## config.mk

```make
export PLATFORM = sky130hd
export DESIGN_NAME = buddy_allocator_tree_bitmap
export DESIGN_NICKNAME = d
export VERILOG_FILES = /design/src/sv/bta_pkg.sv /design/src/sv/buddy_allocator_tree_bitmap.sv /design/src/sv/bta_ram.sv
export SDC_FILE = /design/constraint.sdc
export NUM_CORES = 2
export LEC_CHECK = 0
export BUFFER_PORTS_ARGS = -buffer_cell sky130_fd_sc_hd__buf_2
export CAP_MARGIN = 20
export CORE_MARGIN = 5
export CORE_UTILIZATION = 56
export CTS_BUF_LIST = sky130_fd_sc_hd__clkbuf_4 sky130_fd_sc_hd__clkbuf_8 sky130_fd_sc_hd__clkbuf_16
export CTS_CLUSTER_DIAMETER = 200
export DETAILED_ROUTE_END_ITERATION = 8
export PLACE_DENSITY_LB_ADDON = 0.1
export SETUP_SLACK_MARGIN = 0.5
export SYNTH_ARGS = -nofsm -noshare
export SYNTH_HDL_FRONTEND = slang
export SYNTH_SLANG_ARGS = --single-unit
```

## constraint.sdc

```tcl
create_clock -name clk_i -period 16.76 [get_ports clk_i]
set_clock_uncertainty 0.2 [all_clocks]
set_input_delay 2.514 -clock clk_i [delete_from_list [all_inputs] [get_ports clk_i]]
set_output_delay 2.514 -clock clk_i [all_outputs]
set_load 0.01 [all_outputs]
```

## src/sv/bta_pkg.sv

```systemverilog
// bta_pkg: shared types and constants for the buddy allocator tree bitmap
// no dependencies, imported by the allocator and the checker

package bta_pkg;

  // tree geometry
  localparam int unsigned TREE_LEVELS = 10;
  localparam int unsigned NODE_W      = TREE_LEVELS;
  localparam int unsigned NODE_SLOTS  = 1 << TREE_LEVELS;
  localparam int unsigned LVL_W       = $clog2(TREE_LEVELS + 1);

  // configuration registers
  localparam int unsigned CFG_IDX_W = 2;
  localparam logic [CFG_IDX_W-1:0] CFG_HEAP_LOG2 = CFG_IDX_W'(0);
  localparam logic [CFG_IDX_W-1:0] CFG_MIN_LOG2  = CFG_IDX_W'(1);
  localparam logic [4:0] HEAP_LOG2_RST = 5'd15;
  localparam logic [4:0] MIN_LOG2_RST  = 5'd6;

  typedef enum logic [1:0] {
    OP_ALLOC   = 2'd0,
    OP_FREE    = 2'd1,
    OP_REALLOC = 2'd2
  } opcode_e;

  typedef enum logic [1:0] {
    ST_OFFSET    = 2'd0,
    ST_FAIL      = 2'd1,
    ST_NO_OFFSET = 2'd2
  } status_e;

  typedef struct packed {
    logic [1:0]  opcode;
    logic [31:0] request_size;
    logic [31:0] block_offset;
    logic        offset_present;
  } req_t;

  typedef struct packed {
    logic [1:0]  status;
    logic [30:0] result_offset;
    logic [31:0] old_block_size;
  } res_t;

  typedef enum logic [3:0] {
    S_CLEAR,
    S_IDLE,
    S_DISP,
    S_KLEN,
    S_FIND_RD,
    S_FIND_CHK,
    S_ALLOC,
    S_ANC_RD,
    S_ANC_CHK,
    S_SUB_RD,
    S_SUB_CHK,
    S_NEXT,
    S_DONE
  } state_e;

endpackage

```

## src/sv/buddy_allocator_tree_bitmap.sv

```systemverilog
// buddy_allocator_tree_bitmap: buddy allocator over a heap-ordered tree of allocated bits
// depends on bta_pkg and bta_ram (the tree bitmap, one bit per node)
// flow: accept, dispatch, size the request, then probe tree bits one by one
//   through the single read port; free tries unaligned and aligned levels from the top down,
//   allocate reads per candidate each ancestor and subtree bit, then the result is reported
// throughput: one item at a time, one result strobe per item, the receiver cannot stall
// reset and every write to a known register start a clearing pass over every tree bit, busy high

module buddy_allocator_tree_bitmap (
  input  logic                      clk_i,
  input  logic                      rst_ni,
  input  logic                      start,
  output logic                      busy,
  input  bta_pkg::req_t             req_i,
  output logic                      done_o,
  output bta_pkg::res_t             res_o,
  input  logic                      cfg_valid_i,
  output logic                      cfg_ready_o,
  input  logic [bta_pkg::CFG_IDX_W-1:0] cfg_index_i,
  input  logic [31:0]               cfg_data_i
);

  import bta_pkg::*;

  state_e state_q, state_d;
  logic [4:0]  heap_q, heap_d, min_q, min_d;
  logic [1:0]  op_q, op_d;
  logic [31:0] size_q, size_d, off_q, off_d, v_q, v_d;
  logic        pres_q, pres_d;
  logic [5:0]  k_q, k_d, c_q, c_d;
  logic        found_v_q, found_v_d;
  logic [NODE_W-1:0] found_q, found_d;
  logic [4:0]  lg_q, lg_d;
  logic [NODE_W-1:0] start_q, start_d, cur_q, cur_d, anc_q, anc_d;
  logic        first_v_q, first_v_d;
  logic [NODE_W-1:0] first_q, first_d, base_q, base_d, j_q, j_d, clr_q, clr_d;
  logic [LVL_W-1:0]  t_q, t_d;
  logic        buddy_q, buddy_d;
  res_t        res_q, res_d;

  // bitmap RAM port
  logic              mem_we, mem_wdata, mem_rdata;
  logic [NODE_W-1:0] mem_waddr, mem_raddr;

  bta_ram #(.WIDTH(1), .DEPTH(NODE_SLOTS)) u_tree (
    .clk_i   (clk_i),
    .we_i    (mem_we),
    .waddr_i (mem_waddr),
    .wdata_i (mem_wdata),
    .raddr_i (mem_raddr),
    .rdata_o (mem_rdata)
  );

  // effective geometry
  logic       geo_ok;
  logic [5:0] h_eff, m_eff, span;
  assign geo_ok = min_q <= heap_q;
  assign h_eff  = 6'(heap_q);
  assign span   = 6'(heap_q) - 6'(min_q) + 6'd1;
  assign m_eff  = (span > 6'(TREE_LEVELS)) ? (6'(heap_q) + 6'd1 - 6'(TREE_LEVELS))
                                           : 6'(min_q);

  // helpers for the find and subtree walks
  logic              in_heap, aligned;
  logic [31:0]       off_sh, sub_addr_w;
  logic [NODE_W-1:0] find_node, sub_addr, sub_last;
  logic [LVL_W-1:0]  times;
  logic [5:0]        kk;
  assign in_heap   = (off_q >> h_eff[4:0]) == 32'd0 || h_eff == 6'd32;
  assign aligned   = (off_q & ((32'd1 << c_q[4:0]) - 32'd1)) == 32'd0;
  assign off_sh    = off_q >> c_q[4:0];
  assign find_node = (NODE_W'(1) << (h_eff - c_q)) + off_sh[NODE_W-1:0];
  assign sub_addr_w = 32'(base_q << t_q) + 32'(j_q);
  assign sub_addr  = sub_addr_w[NODE_W-1:0];
  assign sub_last  = (NODE_W'(1) << t_q) - NODE_W'(1);
  assign times     = LVL_W'(k_q - m_eff);
  assign kk        = (k_q < m_eff) ? m_eff : k_q;

  // next state, datapath and bitmap access
  always_comb begin
    logic              succ, afail, fdone, fhit;
    logic [NODE_W-1:0] pick;
    logic [31:0]       roff;
    succ = 1'b0; afail = 1'b0; fdone = 1'b0; fhit = 1'b0;
    pick = '0; roff = '0;
    state_d = state_q; heap_d = heap_q; min_d = min_q;
    op_d = op_q; size_d = size_q; off_d = off_q; pres_d = pres_q; v_d = v_q;
    k_d = k_q; c_d = c_q; found_v_d = found_v_q; found_d = found_q; lg_d = lg_q;
    start_d = start_q; cur_d = cur_q; anc_d = anc_q; first_v_d = first_v_q;
    first_d = first_q; base_d = base_q; j_d = j_q; t_d = t_q; buddy_d = buddy_q;
    clr_d = clr_q; res_d = res_q;
    mem_we = 1'b0; mem_waddr = '0; mem_wdata = 1'b0; mem_raddr = '0;

    case (state_q)
      S_CLEAR: begin
        mem_we = 1'b1;
        mem_waddr = clr_q;
        clr_d = clr_q + NODE_W'(1);
        if (clr_q == {NODE_W{1'b1}}) begin
          state_d = S_IDLE;
        end
      end
      S_IDLE: begin
        if (start) begin
          op_d = req_i.opcode;
          size_d = req_i.request_size;
          off_d = req_i.block_offset;
          pres_d = req_i.offset_present;
          state_d = S_DISP;
        end
      end
      S_DISP: begin
        found_v_d = 1'b0;
        c_d = h_eff;
        v_d = size_q - 32'd1;
        k_d = '0;
        res_d.status = ST_FAIL;
        res_d.result_offset = '0;
        res_d.old_block_size = '0;
        state_d = S_DONE;
        if (geo_ok) begin
          case (op_q)
            OP_ALLOC: begin
              if (size_q != 32'd0) state_d = S_KLEN;
            end
            OP_FREE: begin
              if (pres_q && in_heap) state_d = S_FIND_RD;
            end
            OP_REALLOC: begin
              if (!(pres_q && !in_heap)) begin
                if (size_q != 32'd0) begin
                  state_d = S_KLEN;
                end else if (pres_q) begin
                  state_d = S_FIND_RD;
                end else begin
                  res_d.status = ST_NO_OFFSET;
                end
              end
            end
            default: state_d = S_DONE;
          endcase
        end
      end
      // bit length of size - 1, one bit a cycle
      S_KLEN: begin
        if (v_q != 32'd0) begin
          v_d = v_q >> 1;
          k_d = k_q + 6'd1;
        end else if (kk > h_eff) begin
          state_d = S_DONE;
        end else begin
          k_d = kk;
          state_d = (op_q == OP_ALLOC || !pres_q) ? S_ALLOC : S_FIND_RD;
        end
      end
      // search from the top level down for the block at the offset
      S_FIND_RD: begin
        mem_raddr = find_node;
        if (aligned) begin
          state_d = S_FIND_CHK;
        end else begin
          fdone = (c_q == m_eff);
          c_d = c_q - 6'd1;
          state_d = S_FIND_RD;
        end
      end
      S_FIND_CHK: begin
        if (mem_rdata) begin
          fhit = 1'b1;
          fdone = 1'b1;
          found_v_d = 1'b1;
          found_d = find_node;
          lg_d = c_q[4:0];
          mem_we = 1'b1;
          mem_waddr = find_node;
        end else begin
          fdone = (c_q == m_eff);
          c_d = c_q - 6'd1;
          state_d = S_FIND_RD;
        end
      end
      S_ALLOC: begin
        start_d = NODE_W'(1) << (h_eff - k_q);
        cur_d = NODE_W'(1) << (h_eff - k_q);
        anc_d = (NODE_W'(1) << (h_eff - k_q)) >> 1;
        first_v_d = 1'b0;
        state_d = S_ANC_RD;
      end
      // ancestors of the candidate
      S_ANC_RD: begin
        mem_raddr = anc_q;
        if (anc_q == '0) begin
          base_d = cur_q; t_d = '0; j_d = '0; buddy_d = 1'b0;
          state_d = S_SUB_RD;
        end else begin
          state_d = S_ANC_CHK;
        end
      end
      S_ANC_CHK: begin
        if (mem_rdata) begin
          state_d = S_NEXT;
        end else begin
          anc_d = anc_q >> 1;
          state_d = S_ANC_RD;
        end
      end
      // subtree of the candidate or of its buddy
      S_SUB_RD: begin
        mem_raddr = sub_addr;
        state_d = S_SUB_CHK;
      end
      S_SUB_CHK: begin
        state_d = S_SUB_RD;
        if (mem_rdata) begin
          if (buddy_q) begin
            succ = 1'b1;
            pick = cur_q;
          end else begin
            state_d = S_NEXT;
          end
        end else if (j_q == sub_last) begin
          if (t_q == times) begin
            if (!buddy_q) begin
              if (!first_v_q) begin
                first_v_d = 1'b1;
                first_d = cur_q;
              end
              if (cur_q != NODE_W'(1)) begin
                base_d = cur_q ^ NODE_W'(1); t_d = '0; j_d = '0; buddy_d = 1'b1;
              end else begin
                state_d = S_NEXT;
              end
            end else begin
              state_d = S_NEXT;
            end
          end else begin
            t_d = t_q + LVL_W'(1);
            j_d = '0;
          end
        end else begin
          j_d = j_q + NODE_W'(1);
        end
      end
      S_NEXT: begin
        if (cur_q == ((start_q << 1) - NODE_W'(1))) begin
          if (first_v_q) begin
            succ = 1'b1;
            pick = first_q;
          end else begin
            afail = 1'b1;
          end
        end else begin
          cur_d = cur_q + NODE_W'(1);
          anc_d = (cur_q + NODE_W'(1)) >> 1;
          state_d = S_ANC_RD;
        end
      end
      S_DONE: begin
        state_d = S_IDLE;
      end
      default: state_d = S_IDLE;
    endcase

    // end of the find walk
    if (fdone) begin
      state_d = S_DONE;
      if (op_q == OP_FREE) begin
        res_d.status = fhit ? ST_NO_OFFSET : ST_FAIL;
      end else if (size_q == 32'd0) begin
        res_d.status = ST_NO_OFFSET;
      end else begin
        state_d = S_ALLOC;
      end
    end

    // allocation taken
    if (succ) begin
      mem_we = 1'b1;
      mem_waddr = pick;
      mem_wdata = 1'b1;
      roff = 32'(pick - start_q) << k_q[4:0];
      res_d.status = ST_OFFSET;
      res_d.result_offset = roff[30:0];
      res_d.old_block_size = (op_q == OP_REALLOC && found_v_q) ? (32'd1 << lg_q) : 32'd0;
      state_d = S_DONE;
    end

    // allocation failed, restore a freed block
    if (afail) begin
      if (op_q == OP_REALLOC && found_v_q) begin
        mem_we = 1'b1;
        mem_waddr = found_q;
        mem_wdata = 1'b1;
      end
      res_d.status = ST_FAIL;
      state_d = S_DONE;
    end

    // config transfer rewrites a register and clears the tree
    if (cfg_valid_i && cfg_ready_o) begin
      if (cfg_index_i == CFG_HEAP_LOG2) begin
        heap_d = cfg_data_i[4:0];
        state_d = S_CLEAR;
        clr_d = '0;
      end else if (cfg_index_i == CFG_MIN_LOG2) begin
        min_d = cfg_data_i[4:0];
        state_d = S_CLEAR;
        clr_d = '0;
      end
    end
  end

  // port outputs
  always_comb begin
    busy = (state_q != S_IDLE);
    done_o = (state_q == S_DONE);
    res_o = res_q;
    cfg_ready_o = 1'b1;
  end

  // control registers
  always_ff @(posedge clk_i or negedge rst_ni) begin
    if (!rst_ni) begin
      state_q <= S_CLEAR;
      clr_q <= '0;
      heap_q <= HEAP_LOG2_RST;
      min_q <= MIN_LOG2_RST;
    end else begin
      state_q <= state_d;
      clr_q <= clr_d;
      heap_q <= heap_d;
      min_q <= min_d;
    end
  end

  // working registers
  always_ff @(posedge clk_i) begin
    op_q <= op_d; size_q <= size_d; off_q <= off_d; pres_q <= pres_d; v_q <= v_d;
    k_q <= k_d; c_q <= c_d; found_v_q <= found_v_d; found_q <= found_d; lg_q <= lg_d;
    start_q <= start_d; cur_q <= cur_d; anc_q <= anc_d; first_v_q <= first_v_d;
    first_q <= first_d; base_q <= base_d; j_q <= j_d; t_q <= t_d; buddy_q <= buddy_d;
    res_q <= res_d;
  end

endmodule

```

## src/sv/bta_ram.sv

```systemverilog
// bta_ram: generic single write, single read RAM with registered read
// no dependencies

module bta_ram #(
  parameter int unsigned WIDTH = 1,
  parameter int unsigned DEPTH = 1024
) (
  input  logic                     clk_i,
  input  logic                     we_i,
  input  logic [$clog2(DEPTH)-1:0] waddr_i,
  input  logic [WIDTH-1:0]         wdata_i,
  input  logic [$clog2(DEPTH)-1:0] raddr_i,
  output logic [WIDTH-1:0]         rdata_o
);

  logic [WIDTH-1:0] mem_q [DEPTH];

  // write port and registered read port
  always_ff @(posedge clk_i) begin
    if (we_i) begin
      mem_q[waddr_i] <= wdata_i;
    end
    rdata_o <= mem_q[raddr_i];
  end

endmodule

```

==> reports/qor.csv <==
stage,metric,value,unit
route,drt_iter0_markers,6687,
pwr,internal_power,0.00659,W
yosys,synthFlopType,edfxtp_1,
clock_network,cts_tree,done,
worst_hold_path,whs_endpoint,res_o[64],
setup_path,crit_type,reg -> reg,
floorplanning,die_w,352,um
pwr,power_switching,0.00378,W
clock_network,cts_sinks,1306,
pwr,p_total,0.0104,W
place,finalWeightedCongestion,0.920,
yosys,synth_area_leaders,"edfxtp_1 59%, nor2_1 7.7%, nand2_1 4.4%, mux4_2 2.9%, ha_1 1.6%",
clock_network,path_clk_slew,60,ps
yosys,synth_mux_area_share,4.96,%
route,drt-total-wl,194,mm
yosys,synth-edff-count,1279,
job,cap_violations,0,
yosys,netlist_top_cells_count,"1342 x nor2_1, 1279 x edfxtp_1, 765 x nand2_1, 225 x clkbuf_1, 192 x buf_2",
clock_network,cts_made_buffers,141,
yosys,ys_seq_area_share,59.8,%
sta,fin_crit_sh,50.7,%
clock_network,htree_levels,4,
worst_hold_path,hp-start,res_o[64],
run_status,status,"finished, final reports clean",
yosys,syn_area_per_cell,10.9,um^2
floorplanning,start_util,56.3,%
setup_path,regToRegEndpoint,u_tree.rdata_o,
sta,hold_violations,0,
place,dp_hpwl,109,mm
setup_path,r2r_cells,23,
clock_network,postCtsSetupBuffers,0,
pwr,powerDensity,144,mW/mm^2
yosys,syn_nets,6215,
worst_hold_path,hp-class,reg -> reg,
clock_network,cts_root_buf,clkbuf_16,
route,dr.pass1.iters,8,
yosys,synth_xor_area_share,1.58,%
yosys,synthDistinctLibCells,98,
sta,clock.fmax,0.118,GHz
route,detail_route.wl_per_cell,25.6,um
pwr,p_sw_share,36.5,%
setup_path,r2r-start,heap_q[0],
pwr,seq_power_share,37.1,%
route,num_vias,48700,
grt,antenna_found_initial,6,
grt,grt_max_degree,267,
finish,layout-drive-gt1-share,11.5,%
grt,grt_pass1_vias,45600,
floorplanning,rows,125,
yosys,synth_fa_ha_area_share,1.81,%
sta,setup_tns,0,ps
finish,nNetsFinal,6123,
setup_path,path_max_fanout,119,
route,ant_nets,0,
setup_path,crit_required,17230,ps
sta,finalSetupViolations,0,
clock_network,cts_buffer_depth,3,
yosys,synth_warnings,0,
grt,grt_overflow,0,
setup_path,cp-start-kind,flip-flop,
yosys,synthSimpleGateAreaFrac,18.1,%
yosys,ys_async_sr_fraction,1.84,%
yosys,synth_top_area_share,58.8,%
yosys,synth.most_common_cell,nor2_1,
pwr,max-vdd-ir-drop,0.124,mV
clock_network,ctsResizeCount,0,
grt,grt_pass1_wl,286,mm
clock_network,clock_latency,770,ps
yosys,yosys.area.top_type,edfxtp_1,
sta,relSlewSlack,19.6,%
grt,grt.total_usage,30.8,%
setup_path,arrival,8960,ps
sta,tightest_slew,1200,ps
pwr,p_comb_share,33.6,%
finish,area_delta_synth_final,10.1,%
floorplanning,design.core.area,0.116,mm^2
yosys,synthCells,6019,
sta,grt_setup_unrepaired,no,
route,routed_via_density,6.44,
finish,fillers,9536,
sta,slew_viol_final,0,
yosys,ys_ff_latch,1306,
yosys,synth_top_family_by_area,simple AND/OR/NAND/NOR gates,
place,io_buffers,144,
pwr,power.leakage,22.6,nW
yosys,synthesis.area,0.0654,mm^2
clock_network,cts_hold_buf,0,
yosys,synth-compound-area-share,9.98,%
pwr,clock_power_share,29.4,%
setup_path,cp-end-kind,flip-flop,
floorplanning,pin_count,173,
floorplanning,die_area,0.124,mm^2
worst_hold_path,whs_path_depth,2,
floorplanning,die_h,352,um
route,drc,0,
sta,min_period,8490,ps
setup_path,timing.reg2reg.setup_slack,8270,ps
-- worst max-delay path, stage by stage, from the launching register on --
cell and delay, ps:
dfstp_2 950, inv_1 420, ha_1 350, nor2b_1 150, o31a_1 190, nor2_1 70, nor2b_1 110, nor2_1 60
xnor2_1 190, nand3_1 160, nor3_1 170, ha_1 350, nand2_1 360, and2_4 420, buf_12 460, buf_12 600
buf_4 760, mux4_2 580, a221oi_1 360, a31oi_1 130, nand4_1 90, a21boi_0 90, nor4_1 720, and4bb_1 290
-- cell families (layout without fill, tap and decap cells) --
group / after synthesis / after routing
XOR/XNOR: 118 / 118
multiplexers: 216 / 216
adder cells (fa/ha/maj): 91 / 91
flip-flops: 1306 / 1306
AND/OR/NAND/NOR: 2751 / 2751
buffers and inverters: 585 / 601
other: 1 / 5
AO/OA/AOI/OAI: 951 / 951
-- layout by cell type (no fill, tap or decap), types with 78 or more instances in the layout --
master	count
nor2_1	1341
edfxtp_1	1279
nand2_1	730
a21oi_1	186
o21ai_0	160
nand3_1	157
clkbuf_16	144
buf_2	144
and3_1	111
mux2i_1	102
a211oi_1	98
a31oi_1	94
buf_4	92
ha_1	85
mux4_2	83
inv_1	78
-- registers in the layout, summed over array words and instances (netlist names), 2 cells and up --
register and cells:
j_q 10, op_q 2, start_q 10, u_tree.mem_q 1024, cur_q 10, k_q 6, v_q 32, first_q 10
c_q 6, clr_q 10, off_q 32, size_q 32, base_q 10, anc_q 9, t_q 4, found_q 10
min_q 5, heap_q 5, lg_q 5, res_o 65, state_q 4
-- how the worst max path moves through the flow --
stage / from / endpoint / slack, ps / cells past startpoint
4_1_cts: heap_q[0] / u_tree.rdata_o / 8310 / 23
2_1_floorplan: start_q[1] / u_tree.mem_q[0] / 5850 / 12
3_3_place_gp: heap_q[0] / u_tree.rdata_o / 8350 / 23
5_1_grt: heap_q[1] / state_q[3] / 7750 / 28
3_5_place_dp: heap_q[0] / u_tree.rdata_o / 8310 / 23
6_report: heap_q[0] / u_tree.rdata_o / 8270 / 23
-- stage by stage --
| stage | utilization [%] | setup slack (ps) | instances | hold WS (ps) | cell area, um^2 |
|---|---|---|---|---|---|
| finish | 62.0 | 8270 | 7563 | 313 | 72000 |
| global route | 62.0 | 7750 | 7560 | 314 | 71900 |
| CTS | 61.5 | 8310 | 7532 | 309 | 71300 |
| detailed placement | 57.6 | 8310 | 7281 | 298 | 66800 |
| global placement | 57.6 | 8350 | 7281 | 299 | 66800 |
| floorplan | - | 5850 | 6019 | 224 | 65400 |
-- power groups by stage --
stage,Combinational [W],Clock [W],Sequential (W)
after floorplan,0.00231,0,0.00387
after global routing,0.00372,0.00321,0.00385
final,0.00348,0.00304,0.00384
after global placement,0.00336,0,0.00390
after CTS,0.00341,0.00307,0.00384
after detailed placement,0.00339,0,0.00391
-- cell type report --
class | count | area [um^2] | area share (%)
multi-input combinational | 4128 | 24000 | 33.4
clock buffer | 174 | 3830 | 5.33
inverter | 83 | 312 | 0.433
sequential | 1306 | 39100 | 54.3
tap | 1524 | 1910 | 2.65
timing repair buffer | 267 | 2130 | 2.96
clock inverter | 77 | 673 | 0.935
antenna | 4 | 10.0 | 0.0139
-- layer usage --
layer  global-route usage, %  vias up  part of all wire (%)  wire length, um
met3                    5.91      404                    11            21200
met2                    47.9     2630                    45            87900
met4                    9.90        8                   3.2             6240
li1                        -    21600                     -                -
met5                       0        -                 0.019               37
met1                    44.5    24100                    40            78500
(Power assumes the default switching activity.)
